`src/hw/rtl/mset_pkg.sv`:
```
// Types and constants shared by the event timer modules.
package mset_pkg;

  localparam int unsigned SlotsDefault = 32;
  // The 5-bit slot field reaches this many slots at most.
  localparam int unsigned MaxAddr = 32;

  typedef enum logic [2:0] {
    K_TICK       = 3'd0,
    K_DISPATCH   = 3'd1,
    K_SET_PERIOD = 3'd2,
    K_SET_COUNT  = 3'd3,
    K_SET_STATUS = 3'd4,
    K_SET_TYPE   = 3'd5,
    K_START      = 3'd6,
    K_READ       = 3'd7
  } kind_t;

  typedef enum logic [1:0] {
    ST_DIS  = 2'd0,
    ST_EN   = 2'd1,
    ST_DUE  = 2'd2,
    ST_ONCE = 2'd3
  } status_t;

  typedef struct packed {
    kind_t       kind;
    logic [4:0]  slot;
    logic [15:0] value;
  } item_t;

  typedef struct packed {
    logic        event_valid;
    logic [4:0]  slot_index;
    status_t     slot_status;
    logic        slot_one_shot;
    logic [15:0] slot_period;
    logic [15:0] slot_count;
    logic        last;
  } result_t;

  typedef struct packed {
    logic take;
    logic apply;
    logic clr_idx;
    logic inc_idx;
    logic tick_step;
    logic release_slot;
    logic load_single;
  } cmd_t;

  typedef struct packed {
    logic out_free;
    logic cur_due;
    logic more_due;
    logic idx_last;
  } stat_t;

endpackage

```
`src/hw/rtl/mset_dp.sv`:
```
// Datapath of the event timer: slot table, scan index, held item and result register.
module mset_dp #(
  parameter int unsigned SLOTS = mset_pkg::SlotsDefault
) (
  input  logic             clk,
  input  logic             rst,
  input  mset_pkg::cmd_t   cmd,
  input  mset_pkg::item_t  item,
  input  logic             result_ready,
  output mset_pkg::stat_t  stat,
  output logic             result_valid,
  output mset_pkg::result_t result
);

  localparam int unsigned Depth = (SLOTS < mset_pkg::MaxAddr) ? SLOTS : mset_pkg::MaxAddr;
  localparam int unsigned AW    = (Depth > 1) ? $clog2(Depth) : 1;

  mset_pkg::status_t status_store [Depth];
  logic              one_shot_store [Depth];
  logic [15:0]       period_store [Depth];
  logic [15:0]       count_store [Depth];

  logic [AW-1:0]     idx;
  mset_pkg::item_t   held;

  logic [AW-1:0]     rd_idx;
  logic [AW-1:0]     in_idx;
  mset_pkg::status_t cur_status;
  logic              cur_one_shot;
  logic [15:0]       cur_period;
  logic [15:0]       cur_count;
  logic [15:0]       cnt_inc;
  mset_pkg::status_t rel_status;
  logic              ok_in;
  logic              ok_held;
  logic [Depth-1:0]  due_above;
  mset_pkg::result_t result_next;

  // A held read addresses its own slot; tick and dispatch walks use the scan index.
  assign rd_idx       = (held.kind == mset_pkg::K_READ) ? held.slot[AW-1:0] : idx;
  assign in_idx       = item.slot[AW-1:0];
  assign cur_status   = status_store[rd_idx];
  assign cur_one_shot = one_shot_store[rd_idx];
  assign cur_period   = period_store[rd_idx];
  assign cur_count    = count_store[rd_idx];
  assign cnt_inc      = cur_count + 16'd1;
  assign rel_status   = cur_one_shot ? mset_pkg::ST_ONCE : mset_pkg::ST_EN;
  assign ok_in        = 32'(item.slot) < SLOTS;
  assign ok_held      = 32'(held.slot) < SLOTS;

  // Due slots strictly above the scan index decide whether this dispatch is the last one.
  always_comb begin
    for (int j = 0; j < Depth; j++) begin
      due_above[j] = (status_store[j] == mset_pkg::ST_DUE) && (AW'(j) > idx);
    end
  end

  assign stat.out_free = !result_valid || result_ready;
  assign stat.cur_due  = (cur_status == mset_pkg::ST_DUE);
  assign stat.more_due = |due_above;
  assign stat.idx_last = (idx == AW'(Depth - 1));

  always_comb begin
    result_next = '0;
    result_next.last = 1'b1;
    if (cmd.release_slot) begin
      result_next.event_valid   = 1'b1;
      result_next.slot_index    = 5'(idx);
      result_next.slot_status   = rel_status;
      result_next.slot_one_shot = cur_one_shot;
      result_next.slot_period   = cur_period;
      result_next.slot_count    = cur_count;
      result_next.last          = !stat.more_due;
    end else if (held.kind == mset_pkg::K_READ) begin
      result_next.slot_index = held.slot;
      if (ok_held) begin
        result_next.slot_status   = cur_status;
        result_next.slot_one_shot = cur_one_shot;
        result_next.slot_period   = cur_period;
        result_next.slot_count    = cur_count;
      end
    end
  end

  always_ff @(posedge clk) begin
    if (rst) begin
      for (int j = 0; j < Depth; j++) begin
        status_store[j]   <= mset_pkg::ST_DIS;
        one_shot_store[j] <= 1'b0;
        period_store[j]   <= '0;
        count_store[j]    <= '0;
      end
      idx          <= '0;
      result_valid <= 1'b0;
    end else begin
      if (cmd.take) begin
        held <= item;
      end
      if (cmd.clr_idx) begin
        idx <= '0;
      end else if (cmd.inc_idx) begin
        idx <= idx + AW'(1);
      end

      if (cmd.apply && ok_in) begin
        case (item.kind)
          mset_pkg::K_SET_PERIOD: period_store[in_idx] <= item.value;
          mset_pkg::K_SET_COUNT:  count_store[in_idx] <= item.value;
          mset_pkg::K_SET_STATUS: begin
            if (item.value[15:2] == '0) begin
              status_store[in_idx] <= mset_pkg::status_t'(item.value[1:0]);
            end
          end
          mset_pkg::K_SET_TYPE: begin
            if (item.value[15:1] == '0) begin
              one_shot_store[in_idx] <= item.value[0];
            end
          end
          mset_pkg::K_START: begin
            period_store[in_idx] <= item.value;
            count_store[in_idx]  <= '0;
            status_store[in_idx] <= mset_pkg::ST_EN;
          end
          default: ;
        endcase
      end

      if (cmd.tick_step && cur_status == mset_pkg::ST_EN) begin
        if (cnt_inc == cur_period) begin
          status_store[idx] <= mset_pkg::ST_DUE;
          count_store[idx]  <= '0;
        end else begin
          count_store[idx] <= cnt_inc;
        end
      end

      if (cmd.release_slot) begin
        status_store[idx] <= rel_status;
      end

      if (cmd.release_slot || cmd.load_single) begin
        result_valid <= 1'b1;
        result       <= result_next;
      end else if (result_ready) begin
        result_valid <= 1'b0;
      end
    end
  end

endmodule

```
`src/hw/rtl/mset_ctrl.sv`:
```
// Controller of the event timer: sequences accepts, scans and result loads.
module mset_ctrl (
  input  logic            clk,
  input  logic            rst,
  input  logic            item_valid,
  input  mset_pkg::kind_t item_kind,
  input  mset_pkg::stat_t stat,
  output logic            item_ready,
  output mset_pkg::cmd_t  cmd
);

  typedef enum logic [1:0] {
    S_IDLE,
    S_TICK,
    S_DISP,
    S_SINGLE
  } state_t;

  state_t state;
  state_t state_next;

  assign item_ready = (state == S_IDLE);

  always_ff @(posedge clk) begin
    if (rst) begin
      state <= S_IDLE;
    end else begin
      state <= state_next;
    end
  end

  always_comb begin
    cmd        = '0;
    state_next = state;
    case (state)
      S_IDLE: begin
        if (item_valid) begin
          cmd.take = 1'b1;
          case (item_kind)
            mset_pkg::K_TICK: begin
              cmd.clr_idx = 1'b1;
              state_next  = S_TICK;
            end
            mset_pkg::K_DISPATCH: begin
              cmd.clr_idx = 1'b1;
              state_next  = S_DISP;
            end
            mset_pkg::K_READ: state_next = S_SINGLE;
            default: cmd.apply = 1'b1;
          endcase
        end
      end
      S_TICK: begin
        cmd.tick_step = 1'b1;
        if (stat.idx_last) begin
          state_next = S_IDLE;
        end else begin
          cmd.inc_idx = 1'b1;
        end
      end
      S_DISP: begin
        if (stat.cur_due) begin
          if (stat.out_free) begin
            cmd.release_slot = 1'b1;
            if (!stat.more_due) begin
              state_next = S_IDLE;
            end else begin
              cmd.inc_idx = 1'b1;
            end
          end
        end else if (stat.idx_last) begin
          // The scan ended without a single due slot.
          state_next = S_SINGLE;
        end else begin
          cmd.inc_idx = 1'b1;
        end
      end
      S_SINGLE: begin
        if (stat.out_free) begin
          cmd.load_single = 1'b1;
          state_next      = S_IDLE;
        end
      end
      default: state_next = S_IDLE;
    endcase
  end

endmodule

```
`src/hw/rtl/multi_slot_event_timer_core.sv`:
```
// Top level of the multi-slot event timer.
// Usage:
// The item channel (item_valid, item_ready, item) carries commands: tick,
// dispatch, set period, set counter, set status, set type, start and read.
// The result channel (result_valid, result_ready, result) returns events and
// read data; last marks the final result of an item.
// Set and start items are applied on acceptance and leave the block ready for
// the next item. A read moves to the single-result state, which loads the
// slot's data into the result register once that register is free. A tick
// walks the whole slot table one slot per cycle and is ready again once the
// walk ends. A dispatch walks the same way, emits each due slot as it passes
// it and stops after the last due slot; when no slot is due one empty result
// with last set follows the full walk. Walks read the slot at the scan index.
// Reset clears every slot to disabled, periodic, period and counter zero,
// and empties the result register. When the receiver stalls, the held result
// stays in place and the dispatch walk pauses on the next due slot.
module multi_slot_event_timer_core #(
  parameter int unsigned SLOTS = mset_pkg::SlotsDefault
) (
  input  logic              clk,
  input  logic              rst,
  input  logic              item_valid,
  output logic              item_ready,
  input  mset_pkg::item_t   item,
  output logic              result_valid,
  input  logic              result_ready,
  output mset_pkg::result_t result
);

  mset_pkg::cmd_t  cmd;
  mset_pkg::stat_t stat;

  mset_ctrl u_ctrl (
    .clk        (clk),
    .rst        (rst),
    .item_valid (item_valid),
    .item_kind  (item.kind),
    .stat       (stat),
    .item_ready (item_ready),
    .cmd        (cmd)
  );

  mset_dp #(
    .SLOTS (SLOTS)
  ) u_dp (
    .clk          (clk),
    .rst          (rst),
    .cmd          (cmd),
    .item         (item),
    .result_ready (result_ready),
    .stat         (stat),
    .result_valid (result_valid),
    .result       (result)
  );

endmodule

```
`config.mk`:
```
export PLATFORM = sky130hd
export DESIGN_NAME = multi_slot_event_timer_core
export DESIGN_NICKNAME = d
export VERILOG_FILES = /design/src/hw/rtl/mset_pkg.sv /design/src/hw/rtl/mset_dp.sv /design/src/hw/rtl/mset_ctrl.sv /design/src/hw/rtl/multi_slot_event_timer_core.sv
export SDC_FILE = /design/constraint.sdc
export NUM_CORES = 2
export LEC_CHECK = 0
export BUFFER_PORTS_ARGS = -buffer_cell sky130_fd_sc_hd__buf_2
export CAP_MARGIN = 10
export CELL_PAD_IN_SITES_DETAIL_PLACEMENT = 0
export CELL_PAD_IN_SITES_GLOBAL_PLACEMENT = 1
export CORE_MARGIN = 2
export CORE_UTILIZATION = 35
export DETAILED_ROUTE_END_ITERATION = 16
export PLACE_DENSITY_LB_ADDON = 0.3
export SLEW_MARGIN = 0
export SYNTH_ARGS = -nofsm -noshare
export SYNTH_HDL_FRONTEND = slang
export SYNTH_SLANG_ARGS = --single-unit
```
`constraint.sdc`:
```
create_clock -name clk -period 7.2 [get_ports clk]
set_clock_uncertainty 0.05 [all_clocks]
set_input_delay 1.08 -clock clk [delete_from_list [all_inputs] [get_ports clk]]
set_output_delay 1.08 -clock clk [all_outputs]
set_load 0.02 [all_outputs]
```
==> qor.csv <==
stage;metric;value;unit
floorplan;Die X;407;um
clock_tree;Worst-Skew Late Latency;0.76;ns
floorplan;Core Box Area;161000;um2
synthesis;Post-synth EDFFs;1170;
synthesis;Synth Net Count;5276;
timing;min Tclk post-route;6.88;ns
worst_setup_path;Critical Path Fanout Max;45;
global_route;initial antenna violation count;13;
power_and_ir_drop;PwrDens;289;nW/um2
routing;antenna-violating nets left;0;
timing;relative slew slack;0.0676;
clock_tree;TritonCTS clock tree;yes;
routing;via/cell ratio;5.65;
synthesis;sequential share of the synthesized area;0.621;
place;Final HPWL DP;140000;um
global_route;global-route wire length before repair;305000;um
routing;DR vias;42600;
clock_tree;clk slew on worst S/H paths;0.07;ns
power_and_ir_drop;peak supply drop;203;uV
worst_setup_path;CP Launch Point;u_dp.held[22]$_DFFE_PP_;
floorplan;# IOs;72;
timing;unrepaired setup endpoints after global routing;false;
synthesis;Post-synth top cells;edfxtp_1 (1170), nand2_1 (915), nor2_1 (697);
layout;FILL cells;15500;
synthesis;post-synth top area share;0.618;
synthesis;synthesis warning total;0;
global_route;vias in the first global route;40300;
clock_tree;CTS buffer count;121;
clock_tree;CTS Root Cell;clkbuf_16;
clock_tree;hold buffer count at CTS;0;
floorplan;# rows;147;
layout;Layout area overhead;13.3;%
worst_setup_path;arrival time at the worst endpoint;7.30;ns
synthesis;mapped cell area;56900;um2
job;Max Cap Violations;0;
layout;layout cell share with drive strength beyond 1;0.127;
timing;Slew Viols, Final;0;
timing;final hold vios;0;
synthesis;Yosys top cell by area;edfxtp_1;
floorplan;die area;166000;um2
timing;Final Setup Violations;0;
worst_setup_path;Reg2Reg Depth;20;
timing;FMAX;145;MHz
synthesis;Yosys cell types;83;
timing;final cycle utilization of the critical path;0.956;
worst_setup_path;reg2reg start;u_dp.held[22]$_DFFE_PP_;
clock_tree;CTS Buffer Depth;3;
place;IO buf count;71;
routing;drt pass-1 iters;6;
floorplan;die height;407;um
synthesis;Area contributors post-synth;edfxtp_1 (62%), nand2_1 (6.0%), and2_1 (5.4%);
worst_setup_path;flop2flop setup slack;0.32;ns
global_route;total grt overflow;0;
synthesis;Mapped Cells;5239;
power_and_ir_drop;Leakage;23.4;nW
timing;hold_ws;0.496;ns
synthesis;Avg Synthesized Cell Area;10.9;um2
global_route;pin count of the biggest net entering global routing;95;
worst_setup_path;required time worst endpoint;7.62;ns
clock_tree;clk sinks;1178;
global_route;gr usage total;0.257;
routing;DRT Wirelength;216000;um
layout;fin area;64500;um2
synthesis;asr flop ratio synth;0;
min_path;type of the worst min-delay path;register to register;
layout;fin nets;5307;
worst_setup_path;CP startpoint kind;register;
worst_setup_path;CP Capture Type;register;
timing;actual slew at the worst max-slew pin;1.39;ns
synthesis;post-synthesis register bit count;1178;
worst_setup_path;r2r endpoint;u_dp.status_store[24][0]$_SDFFCE_PN0P_;
floorplan;initial core utilization;0.353;
routing;DR iter-0 viols;5726;
routing;# DRC;0;
synthesis;ys flop type;edfxtp_1;
timing;setup tns final;0;ns
place;global placement routability congestion;0.915;
place;Post-Place Cell Area;60400;um2
worst_setup_path;CP Class;register to register;
status;outcome;completed;
routing;wire per inst;28.7;um
synthesis;count leader, synth;edfxtp_1;
clock_tree;H-tree depth;3;
worst_setup_path;Critical Path End;u_dp.status_store[24][0]$_SDFFCE_PN0P_;
min_path;Hold Path Stages;2;
stage by stage:
step	setup slack, ns	power [W]	utilization	cells
detailed placement	0.169	0.0121	0.375	7306
global placement	0.180	0.0121	0.375	7306
finish	0.319	0.0186	0.401	7540
CTS	0.152	0.0186	0.400	7534
floorplan	0.860	0.0103	-	5239
global route	0.143	0.0191	0.400	7536
repair_timing:
item | CTS | global route
hold endpoints to repair | 0 | 0
buffers inserted | 0 | 0
setup endpoints to repair | 0 | 517
gates resized for setup | 0 | 3
cells by family (layout without fill, tap and decap cells):
kind of cell    count (synthesis)  in the layout  synth area share
xor+xnor                       33             33           0.00532
buf+inv                       455            590            0.0393
other cells                     0              5                 0
simple gates                 2814           2814             0.235
fa+ha+maj                       9              9           0.00198
mux                           103            103            0.0204
compound gates                647            648            0.0773
flops                        1178           1178             0.621
critical path, stage by stage, from the launching register on:
cell and delay (ns):
edfxtp_1 0.47, nand3_2 0.39, buf_4 0.32, a21o_4 0.45
buf_12 0.30, buf_4 0.35, mux2i_1 0.11, mux2i_1 0.70
o22ai_1 0.31, a211oi_1 0.29, buf_4 0.26, xnor2_1 0.16
a211o_1 0.25, a2111oi_0 0.36, and4_1 0.26, and4_1 0.23
buf_4 0.19, a21oi_4 0.08, buf_4 0.22, nor2_1 0.44
a221o_1 0.31
placed cells by master (no fill, tap or decap), types with 52 or more instances in the layout:
| cell type | instances |
|---|---|
| nor2_1 | 696 |
| nand2_1 | 915 |
| buf_4 | 226 |
| nor3_1 | 52 |
| buf_2 | 70 |
| clkbuf_16 | 123 |
| mux2i_1 | 79 |
| a21oi_1 | 255 |
| nand3_1 | 305 |
| and2_1 | 492 |
| edfxtp_1 | 1170 |
layout make-up:
| type | count | area, um2 | share of cell area |
|---|---|---|---|
| Sequential cell | 1178 | 35300 | 0.548 |
| Multi-Input combinational cell | 3607 | 19500 | 0.303 |
| Clock buffer | 141 | 3150 | 0.0488 |
| Timing Repair Buffer | 332 | 2770 | 0.0429 |
| Tap cell | 2160 | 2700 | 0.0419 |
| Clock inverter | 87 | 910 | 0.0141 |
| Inverter | 30 | 113 | 0.00175 |
| Antenna cell | 5 | 12.5 | 0.000194 |
how the worst min path moves through the flow:
stage	startpoint	slack [ns]	end
after floorplan	u_ctrl.state[1]$_SDFFE_PP0P_	0.45	u_ctrl.state[1]$_SDFFE_PP0P_
after global placement	u_ctrl.state[1]$_SDFFE_PP0P_	0.48	u_ctrl.state[1]$_SDFFE_PP0P_
after detailed placement	u_ctrl.state[1]$_SDFFE_PP0P_	0.49	u_ctrl.state[1]$_SDFFE_PP0P_
after CTS	u_ctrl.state[1]$_SDFFE_PP0P_	0.50	u_ctrl.state[1]$_SDFFE_PP0P_
after global routing	u_ctrl.state[1]$_SDFFE_PP0P_	0.53	u_ctrl.state[1]$_SDFFE_PP0P_
final	u_ctrl.state[1]$_SDFFE_PP0P_	0.50	u_ctrl.state[1]$_SDFFE_PP0P_
power by group:
group	internal [W]	leakage [nW]	switching, W	total, W
combinational	0.00110	9.39	0.00306	0.00416
sequential	0.00780	12.1	0.000111	0.00791
clock	0.00373	1.97	0.00281	0.00654
total	0.0126	23.4	0.00599	0.0186
layer usage:
metal  vias up  global-route usage  wire (um)
met5         -                   0         24
met4         4               0.102       9290
met3       384              0.0513      20400
met2      2156               0.392      96300
met1     21500               0.359      90200
li1      18500                   -          -
sequential cells by signal, indices dropped and copies added (netlist names):
register	cells
u_dp.period_store	512
u_dp.result	42
u_ctrl.state	2
u_dp.result_valid	1
u_dp.status_store	64
u_dp.count_store	512
u_dp.held	8
u_dp.one_shot_store	32
u_dp.idx	5
Note: power is estimated with default switching activity, not from simulation.
